===== src/hw/rtl/trg_pkg.sv =====
// shared types and constants of the task router
`default_nettype none
package trg_pkg;

  localparam int MAX_WORKERS   = 64;
  localparam int GROUP_ENTRIES = 16;
  localparam int CONTAINERS    = 16;

  localparam int SLOT_W   = (GROUP_ENTRIES > 1) ? $clog2(GROUP_ENTRIES) : 1;
  localparam int WORKER_W = 6;
  localparam int CNT_W    = 7;
  localparam int CIDX_W   = 4;
  localparam int GID_W    = 64;
  localparam int IO_W     = 48;
  localparam int POOL_W   = 32;
  localparam int METHOD_W = 16;
  localparam int CFG_W    = 48;
  localparam int CFG_IDX_W = 2;

  // configuration register indexes
  localparam logic [CFG_IDX_W-1:0] REG_TOTAL_WORKERS = 2'd0;
  localparam logic [CFG_IDX_W-1:0] REG_IO_THRESHOLD  = 2'd1;
  localparam logic [CFG_IDX_W-1:0] REG_ADMIN_POOL    = 2'd2;

  // network methods of the admin pool
  localparam logic [METHOD_W-1:0] METHOD_NET_A = 16'd14;
  localparam logic [METHOD_W-1:0] METHOD_NET_B = 16'd15;
  localparam logic [METHOD_W-1:0] METHOD_NET_C = 16'd20;
  localparam logic [METHOD_W-1:0] METHOD_NET_D = 16'd21;

  typedef logic [SLOT_W-1:0] slot_t;

  // lookup token handed from cell to cell
  typedef struct packed {
    logic                    vld;
    logic [CIDX_W-1:0]       cidx;
    logic [GID_W-1:0]        gid;
    logic                    hit;
    logic [WORKER_W-1:0]     worker;
    logic                    free_found;
    slot_t                   free_slot;
  } tok_t;

  // table entry write, broadcast to all cells
  typedef struct packed {
    logic                    en;
    slot_t                   slot;
    logic [CIDX_W-1:0]       cidx;
    logic [GID_W-1:0]        gid;
    logic [WORKER_W-1:0]     worker;
  } wr_t;

endpackage
`default_nettype wire


===== src/hw/rtl/trg_cell.sv =====
// one affinity table entry with its stage of the lookup chain
`default_nettype none
module trg_cell import trg_pkg::*; (
  input  wire logic  clk,
  input  wire logic  rst_n,
  input  wire slot_t cell_idx,
  input  wire tok_t  tok_i,
  input  wire wr_t   wr_i,
  output tok_t       tok_o
);

  logic                valid_r;
  logic [CIDX_W-1:0]   cidx_r;
  logic [GID_W-1:0]    gid_r;
  logic [WORKER_W-1:0] worker_r;
  tok_t                tok_r;
  tok_t                tok_nxt;
  logic                match;
  logic                wr_here;

  assign wr_here = wr_i.en && (wr_i.slot == cell_idx);
  assign match   = valid_r && (cidx_r == tok_i.cidx) && (gid_r == tok_i.gid);

  always_comb begin
    tok_nxt = tok_i;
    // first matching entry wins
    if (!tok_i.hit && match) begin
      tok_nxt.hit    = 1'b1;
      tok_nxt.worker = worker_r;
    end
    // first free entry wins
    if (!tok_i.free_found && !valid_r) begin
      tok_nxt.free_found = 1'b1;
      tok_nxt.free_slot  = cell_idx;
    end
  end

  always_ff @(posedge clk) begin
    if (!rst_n) begin
      valid_r   <= 1'b0;
      tok_r.vld <= 1'b0;
    end else begin
      if (wr_here) begin
        valid_r <= 1'b1;
      end
      tok_r.vld <= tok_nxt.vld;
    end
    // entry contents and token payload need no reset
    if (wr_here) begin
      cidx_r   <= wr_i.cidx;
      gid_r    <= wr_i.gid;
      worker_r <= wr_i.worker;
    end
    tok_r.cidx       <= tok_nxt.cidx;
    tok_r.gid        <= tok_nxt.gid;
    tok_r.hit        <= tok_nxt.hit;
    tok_r.worker     <= tok_nxt.worker;
    tok_r.free_found <= tok_nxt.free_found;
    tok_r.free_slot  <= tok_nxt.free_slot;
  end

  assign tok_o = tok_r;

endmodule
`default_nettype wire


===== src/hw/rtl/task_router_with_group_affinity.sv =====
// task router top level: lookup chain, routing rules and result register
//
// One task is routed per command. A task is taken when start is high and
// busy is low; its (container, group) pair then walks down a chain of
// GROUP_ENTRIES table cells, one cell per cycle, collecting the first
// pinned match and the first free entry on the way. The cycle after the
// token leaves the last cell the routing rules are applied, the table and
// round-robin pointer are updated and the result is registered; out_valid
// is high for exactly that one following cycle, and the receiver cannot
// stall it. A new task may be started in the same cycle its predecessor's
// result is shown. The table is empty after reset with no clearing pass.
// Configuration is written through cfg_we, cfg_idx and cfg_wdata; the user
// must write it only while the block is idle, which the block itself does
// not enforce.
`default_nettype none
module task_router_with_group_affinity import trg_pkg::*; (
  input  wire logic                       clk,
  input  wire logic                       rst_n,
  // command channel
  input  wire logic                       start,
  output logic                            busy,
  input  wire logic                       in_task_present,
  input  wire logic                       in_container_present,
  input  wire logic [CIDX_W-1:0]          in_container_index,
  input  wire logic                       in_has_group,
  input  wire logic signed [GID_W-1:0]    in_group_num,
  input  wire logic                       in_is_periodic,
  input  wire logic [POOL_W-1:0]          in_pool_id,
  input  wire logic [METHOD_W-1:0]        in_method_num,
  input  wire logic [IO_W-1:0]            in_io_size,
  // result channel
  output logic                            out_valid,
  output logic [WORKER_W-1:0]             out_worker_id,
  output logic                            out_pinned_hit,
  output logic                            out_table_full,
  // configuration port
  input  wire logic                       cfg_we,
  input  wire logic [CFG_IDX_W-1:0]       cfg_idx,
  input  wire logic [CFG_W-1:0]           cfg_wdata
);

  typedef enum logic [1:0] {
    ST_IDLE   = 2'b01,
    ST_SEARCH = 2'b10
  } state_t;

  state_t state_r, state_nxt;

  // configuration registers
  logic [CNT_W-1:0]    total_workers_r;
  logic [IO_W-1:0]     io_threshold_r;
  logic [POOL_W-1:0]   admin_pool_r;

  // task fields held for the decision at the end of the walk
  logic                task_r;
  logic                grouped_r;
  logic                periodic_r;
  logic [POOL_W-1:0]   pool_r;
  logic [METHOD_W-1:0] method_r;
  logic [IO_W-1:0]     io_r;
  logic [CIDX_W-1:0]   cidx_r;
  logic [GID_W-1:0]    gid_r;

  logic [WORKER_W-1:0] rr_r, rr_nxt;

  logic                out_valid_r;
  logic [WORKER_W-1:0] out_worker_r, out_worker_nxt;
  logic                out_hit_r, out_hit_nxt;
  logic                out_full_r, out_full_nxt;

  logic                accept;
  logic                grouped_in;
  logic                done;
  tok_t                chain [GROUP_ENTRIES+1];
  tok_t                last;
  wr_t                 wr;

  // decision intermediates
  logic [CNT_W-1:0]    n_eff;
  logic [CNT_W-1:0]    io_count;
  logic                net_task;
  logic                large_io;
  logic [WORKER_W-1:0] rr_idx;
  logic [WORKER_W-1:0] sel;

  assign accept     = start && !busy;
  assign busy       = state_r[1];
  assign grouped_in = in_task_present && in_container_present && in_has_group &&
                      (32'(in_container_index) < CONTAINERS);

  // token enters the first cell at the transfer
  assign chain[0] = '{vld: accept, cidx: in_container_index, gid: in_group_num,
                      default: '0};

  for (genvar g = 0; g < GROUP_ENTRIES; g++) begin : g_cell
    trg_cell u_cell (
      .clk      (clk),
      .rst_n    (rst_n),
      .cell_idx (SLOT_W'(g)),
      .tok_i    (chain[g]),
      .wr_i     (wr),
      .tok_o    (chain[g+1])
    );
  end

  assign last = chain[GROUP_ENTRIES];
  assign done = state_r[1] && last.vld;

  // routing rules
  always_comb begin
    n_eff = total_workers_r;
    if (total_workers_r == '0) begin
      n_eff = CNT_W'(1);
    end else if (32'(total_workers_r) > MAX_WORKERS) begin
      n_eff = CNT_W'(MAX_WORKERS);
    end
    io_count = (n_eff > CNT_W'(2)) ? (n_eff - CNT_W'(2)) : '0;

    net_task = task_r && periodic_r && (pool_r == admin_pool_r) &&
               ((method_r == METHOD_NET_A) || (method_r == METHOD_NET_B) ||
                (method_r == METHOD_NET_C) || (method_r == METHOD_NET_D));
    large_io = task_r && (io_count != '0) && (io_r >= io_threshold_r);

    // stale pointer falls back to the first I/O worker
    rr_idx = ({1'b0, rr_r} < io_count) ? rr_r : '0;
    sel    = large_io ? (rr_idx + WORKER_W'(1)) : '0;

    rr_nxt         = rr_r;
    out_worker_nxt = '0;
    out_hit_nxt    = 1'b0;
    out_full_nxt   = 1'b0;
    wr             = '0;
    wr.slot        = last.free_slot;
    wr.cidx        = cidx_r;
    wr.gid         = gid_r;
    wr.worker      = sel;

    if (grouped_r && last.hit) begin
      out_worker_nxt = last.worker;
      out_hit_nxt    = 1'b1;
    end else if (net_task) begin
      out_worker_nxt = WORKER_W'(n_eff - CNT_W'(1));
    end else begin
      out_worker_nxt = sel;
      if (large_io) begin
        rr_nxt = ({1'b0, rr_idx} + CNT_W'(1) == io_count) ? '0 :
                 (rr_idx + WORKER_W'(1));
      end
      if (grouped_r) begin
        if (last.free_found) begin
          wr.en = done;
        end else begin
          out_full_nxt = 1'b1;
        end
      end
    end
  end

  always_comb begin
    state_nxt = state_r;
    case (state_r)
      ST_IDLE: begin
        if (accept) begin
          state_nxt = ST_SEARCH;
        end
      end
      ST_SEARCH: begin
        if (last.vld) begin
          state_nxt = ST_IDLE;
        end
      end
      default: state_nxt = ST_IDLE;
    endcase
  end

  always_ff @(posedge clk) begin
    if (!rst_n) begin
      state_r         <= ST_IDLE;
      total_workers_r <= CNT_W'(8);
      io_threshold_r  <= IO_W'(65536);
      admin_pool_r    <= '0;
      rr_r            <= '0;
      out_valid_r     <= 1'b0;
    end else begin
      state_r     <= state_nxt;
      out_valid_r <= done;
      if (done) begin
        rr_r <= rr_nxt;
      end
      if (cfg_we) begin
        case (cfg_idx)
          REG_TOTAL_WORKERS: total_workers_r <= cfg_wdata[CNT_W-1:0];
          REG_IO_THRESHOLD:  io_threshold_r  <= cfg_wdata[IO_W-1:0];
          REG_ADMIN_POOL:    admin_pool_r    <= cfg_wdata[POOL_W-1:0];
          default: ;
        endcase
      end
    end
  end

  // payload registers
  always_ff @(posedge clk) begin
    if (accept) begin
      task_r     <= in_task_present;
      grouped_r  <= grouped_in;
      periodic_r <= in_is_periodic;
      pool_r     <= in_pool_id;
      method_r   <= in_method_num;
      io_r       <= in_io_size;
      cidx_r     <= in_container_index;
      gid_r      <= in_group_num;
    end
    if (done) begin
      out_worker_r <= out_worker_nxt;
      out_hit_r    <= out_hit_nxt;
      out_full_r   <= out_full_nxt;
    end
  end

  assign out_valid      = out_valid_r;
  assign out_worker_id  = out_worker_r;
  assign out_pinned_hit = out_hit_r;
  assign out_table_full = out_full_r;

`ifndef SYNTHESIS
  // a result transfer closes a search
  a_out_after_search: assert property (@(posedge clk) disable iff (!rst_n)
    out_valid |-> $past(busy))
    else $error("result without a search");

  // a pinned answer never reports a full table
  a_hit_not_full: assert property (@(posedge clk) disable iff (!rst_n)
    out_valid |-> !(out_pinned_hit && out_table_full))
    else $error("pinned hit and table full together");

  // an accepted command starts the walk
  a_start_busy: assert property (@(posedge clk) disable iff (!rst_n)
    (start && !busy) |=> busy)
    else $error("command accepted but block not busy");

  // the token leaves the chain only during a search
  a_token_in_search: assert property (@(posedge clk) disable iff (!rst_n)
    last.vld |-> busy)
    else $error("lookup token outside a search");
`endif

endmodule
`default_nettype wire

===== config.mk =====
export PLATFORM = sky130hd
export DESIGN_NAME = task_router_with_group_affinity
export DESIGN_NICKNAME = d
export VERILOG_FILES = /design/src/hw/rtl/trg_pkg.sv /design/src/hw/rtl/trg_cell.sv /design/src/hw/rtl/task_router_with_group_affinity.sv
export SDC_FILE = /design/constraint.sdc
export NUM_CORES = 2
export LEC_CHECK = 0
export BUFFER_PORTS_ARGS = -buffer_cell sky130_fd_sc_hd__buf_2
export CAP_MARGIN = 20
export CORE_MARGIN = 2
export CORE_UTILIZATION = 40
export CTS_CLUSTER_DIAMETER = 80
export DETAILED_ROUTE_END_ITERATION = 7
export PLACE_DENSITY = 0.56
export SETUP_SLACK_MARGIN = 0.2
export SLEW_MARGIN = 30
export SYNTH_ARGS = -nofsm -noshare
export SYNTH_HDL_FRONTEND = slang
export SYNTH_SLANG_ARGS = --single-unit

===== constraint.sdc =====
create_clock -name clk -period 18.8 [get_ports clk]
set_clock_uncertainty 0.2 [all_clocks]
set_input_delay 2.82 -clock clk [delete_from_list [all_inputs] [get_ports clk]]
set_output_delay 2.82 -clock clk [all_outputs]
set_load 0.1 [all_outputs]

==> run metrics <==
RR Startpoint=total_workers_r[4]; post-route ant nets=0; R2R Setup Slk=12,330 ps; ys async rst share=0%; core area=0.215 mm2; postcts setup bufs=0; Post-synth EDFFs=1,358; layout cells sized above 1=14.8%; vias per inst=5.15; CTS max path bufs=4; setup violation total in the final timing report=0; CP startpoint kind=register; syn nets=5,693; vias in the first global route=45,500; Finished Layout Cells=9,073; ranking of synthesized cells by area=edfxtp_1, dfxtp_1, xor2_1; synth unique cells=72; Clock transition at path regs=60 ps; Synth Cell Area=0.0863 mm2; IO Port Bufs=230; Chip Width=469 um; f_max=154 MHz; worst slew pin tran=1060 ps; Syn Inst Count=5,413; io pins=232; dpl hpwl=193 mm; MaxCap Viol Count=0; worst vdd ir=0.105 mV; largest net degree at the start of global routing=143; CTS root buf=clkbuf_16; Crit. End Element=register; Worst EP required=19,380 ps; Inserted Clock Buffers=284; max_slew headroom=29.2%; worst skew pair latency=920 ps; RR Endpoint=rr_r[0]; crit path kind=register to register; drt initial violations=5,831; #FFs+latches synth=2,683; status=complete, no violations; number of antenna violations at the first check in global routing=69; Syn. warnings=0; Placed Cells=8,548; Final Routed Wirelength=272 mm; area leader, netlist=edfxtp_1; hold_buf cts=0; Final Hold Fails=0; cts repair resizes=0; register area share after synthesis=78.0%; CTS tree=done; final RePlAce weighted congestion=0.930; wire per inst=30.0 um; gr ovfl total=0; commonest non-fill, non-tap cell in the layout=edfxtp_1; Residual DRC=0; global-route wire length before repair=368 mm; Sink Count=2,683; period utilisation layout=34.4%; Die ar.=0.220 mm2; # fillers=18,500; Tot GR Track Use=24.5%; synthesized area per cell=15.9 um2; crit path DAT=7060 ps; starting density of the core=40.2%; Area growth, synth to finish=17.0%; CP Max Fanout=11; drt pass-1 iters=5; Row Count=170; Synth Flop Type=edfxtp_1; H-tree depth=5; path depth of the worst reg2reg path=21; hold path cells=0; commonest non-fill, non-tap cells in the layout=edfxtp_1, dfxtp_1, xor2_1; total negative slack=0 ps; Pleak=37.0 nW; minimum clock period=6470 ps; pwr dens=121 mW/mm2; die height=469 um; RSZ-0062 raised after global routing=false; Hold WC Path Type=register to register; Nets=6,278; hold_sp=g_cell[3].u_cell.tok_o[41]; area fraction of the dominant cell type after synthesis=47.2%; WHS Endpoint=g_cell[4].u_cell.tok_o[41]; Vias=46,800; max-slew violations=0
[flip-flops by register name, indices dropped and copies added, names as in the netlist, 2 cells and up]
name and flops:
g_cell.u_cell.valid_r 16, state_r 2, pool_r 32, io_r 48, total_workers_r 7, g_cell.u_cell.worker_r 96, g_cell.u_cell.tok_o 1213, method_r 15
gid_r 64, cidx_r 4, g_cell.u_cell.cidx_r 64, io_threshold_r 48, g_cell.u_cell.gid_r 1024, admin_pool_r 32, rr_r 6, out_worker_id 6
[power breakdown]
| part | internal [mW] | switching (mW) | total [mW] |
|---|---|---|---|
| logic | 0.118 | 0.273 | 0.390 |
| clock network | 3.18 | 2.23 | 5.41 |
| registers | 6.30 | 0.160 | 6.46 |
[worst max-delay path by stage]
stage / start / to / slack [ps]
after detailed placement: total_workers_r[4] / rr_r[2] / 12410
final: total_workers_r[4] / rr_r[0] / 12330
after floorplan: start / cidx_r[0] / 7880
after global placement: total_workers_r[4] / rr_r[2] / 12500
after global routing: total_workers_r[4] / rr_r[5] / 11830
after CTS: total_workers_r[4] / rr_r[0] / 12390
[cell families after synthesis]
| logic type | count (synthesis) | synth area share, % |
|---|---|---|
| flip-flops | 2683 | 78.0 |
| buffers and inverters | 466 | 2.03 |
| AND/OR/NAND/NOR | 786 | 5.12 |
| multiplexers | 99 | 1.28 |
| XOR/XNOR | 790 | 8.02 |
| adder cells (fa/ha/maj) | 58 | 0.841 |
| AO/OA/AOI/OAI | 531 | 4.73 |
[critical path, cell delays in order, from the launching register on]
cell	delay, ps
dfxtp_1	430
or3_4	450
o22ai_2	310
inv_1	160
ha_1	270
nor2b_1	150
o21ai_2	360
nand2b_1	190
ha_1	330
a211oi_1	250
nand3_1	190
a21oi_4	370
and2_1	180
ha_1	400
nand3_1	170
xor2_1	590
o21ai_0	160
a221oi_1	280
nor2b_1	80
or4_4	570
nand3_2	170
o2bb2ai_1	90
[synth_stat cells, types with 67 or more instances]
cell	count
a21boi_0	80
dfxtp_1	1325
o2bb2ai_1	71
xor2_1	478
a221oi_1	67
edfxtp_1	1358
nand2_1	197
o22ai_1	113
xnor2_1	312
nand4_1	137
mux2_2	88
inv_1	426
nor4_1	164
[area by class of cell]
class | instances | area [um2] | share of cell area (%)
diodes | 25 | 62.6 | 0.0620
clock buffers | 413 | 8290 | 8.21
clock inverters | 85 | 676 | 0.669
inverters | 426 | 1600 | 1.58
multi-input cells | 2264 | 17400 | 17.3
flip-flops and latches | 2683 | 67300 | 66.7
well taps | 2838 | 3550 | 3.52
repair buffers | 339 | 2050 | 2.03
[routing by layer]
layer | wire length (um) | track usage (%) | up-vias
li1 | - | - | 20600
met1 | 113000 | 33.3 | 23600
met2 | 130000 | 39.9 | 2017
met3 | 18900 | 3.39 | 454
met4 | 10500 | 9.39 | 2
met5 | 13 | 0.325 | -
[through the flow]
| step | cell area (um2) | hold slack [ps] | setup WS, ps | total power, mW | utilization [%] |
|---|---|---|---|---|---|
| finish | 101000 | 131 | 12330 | 12.3 | 47.0 |
| global route | 101000 | 129 | 11830 | 12.6 | 47.0 |
| CTS | 101000 | 121 | 12390 | 12.3 | 47.0 |
| detailed placement | 91900 | 135 | 12410 | 6.97 | 42.8 |
| global placement | 91800 | 139 | 12500 | 6.97 | 42.8 |
| floorplan | 86300 | 131 | 7880 | 6.66 | - |
(Power assumes the default switching activity.)
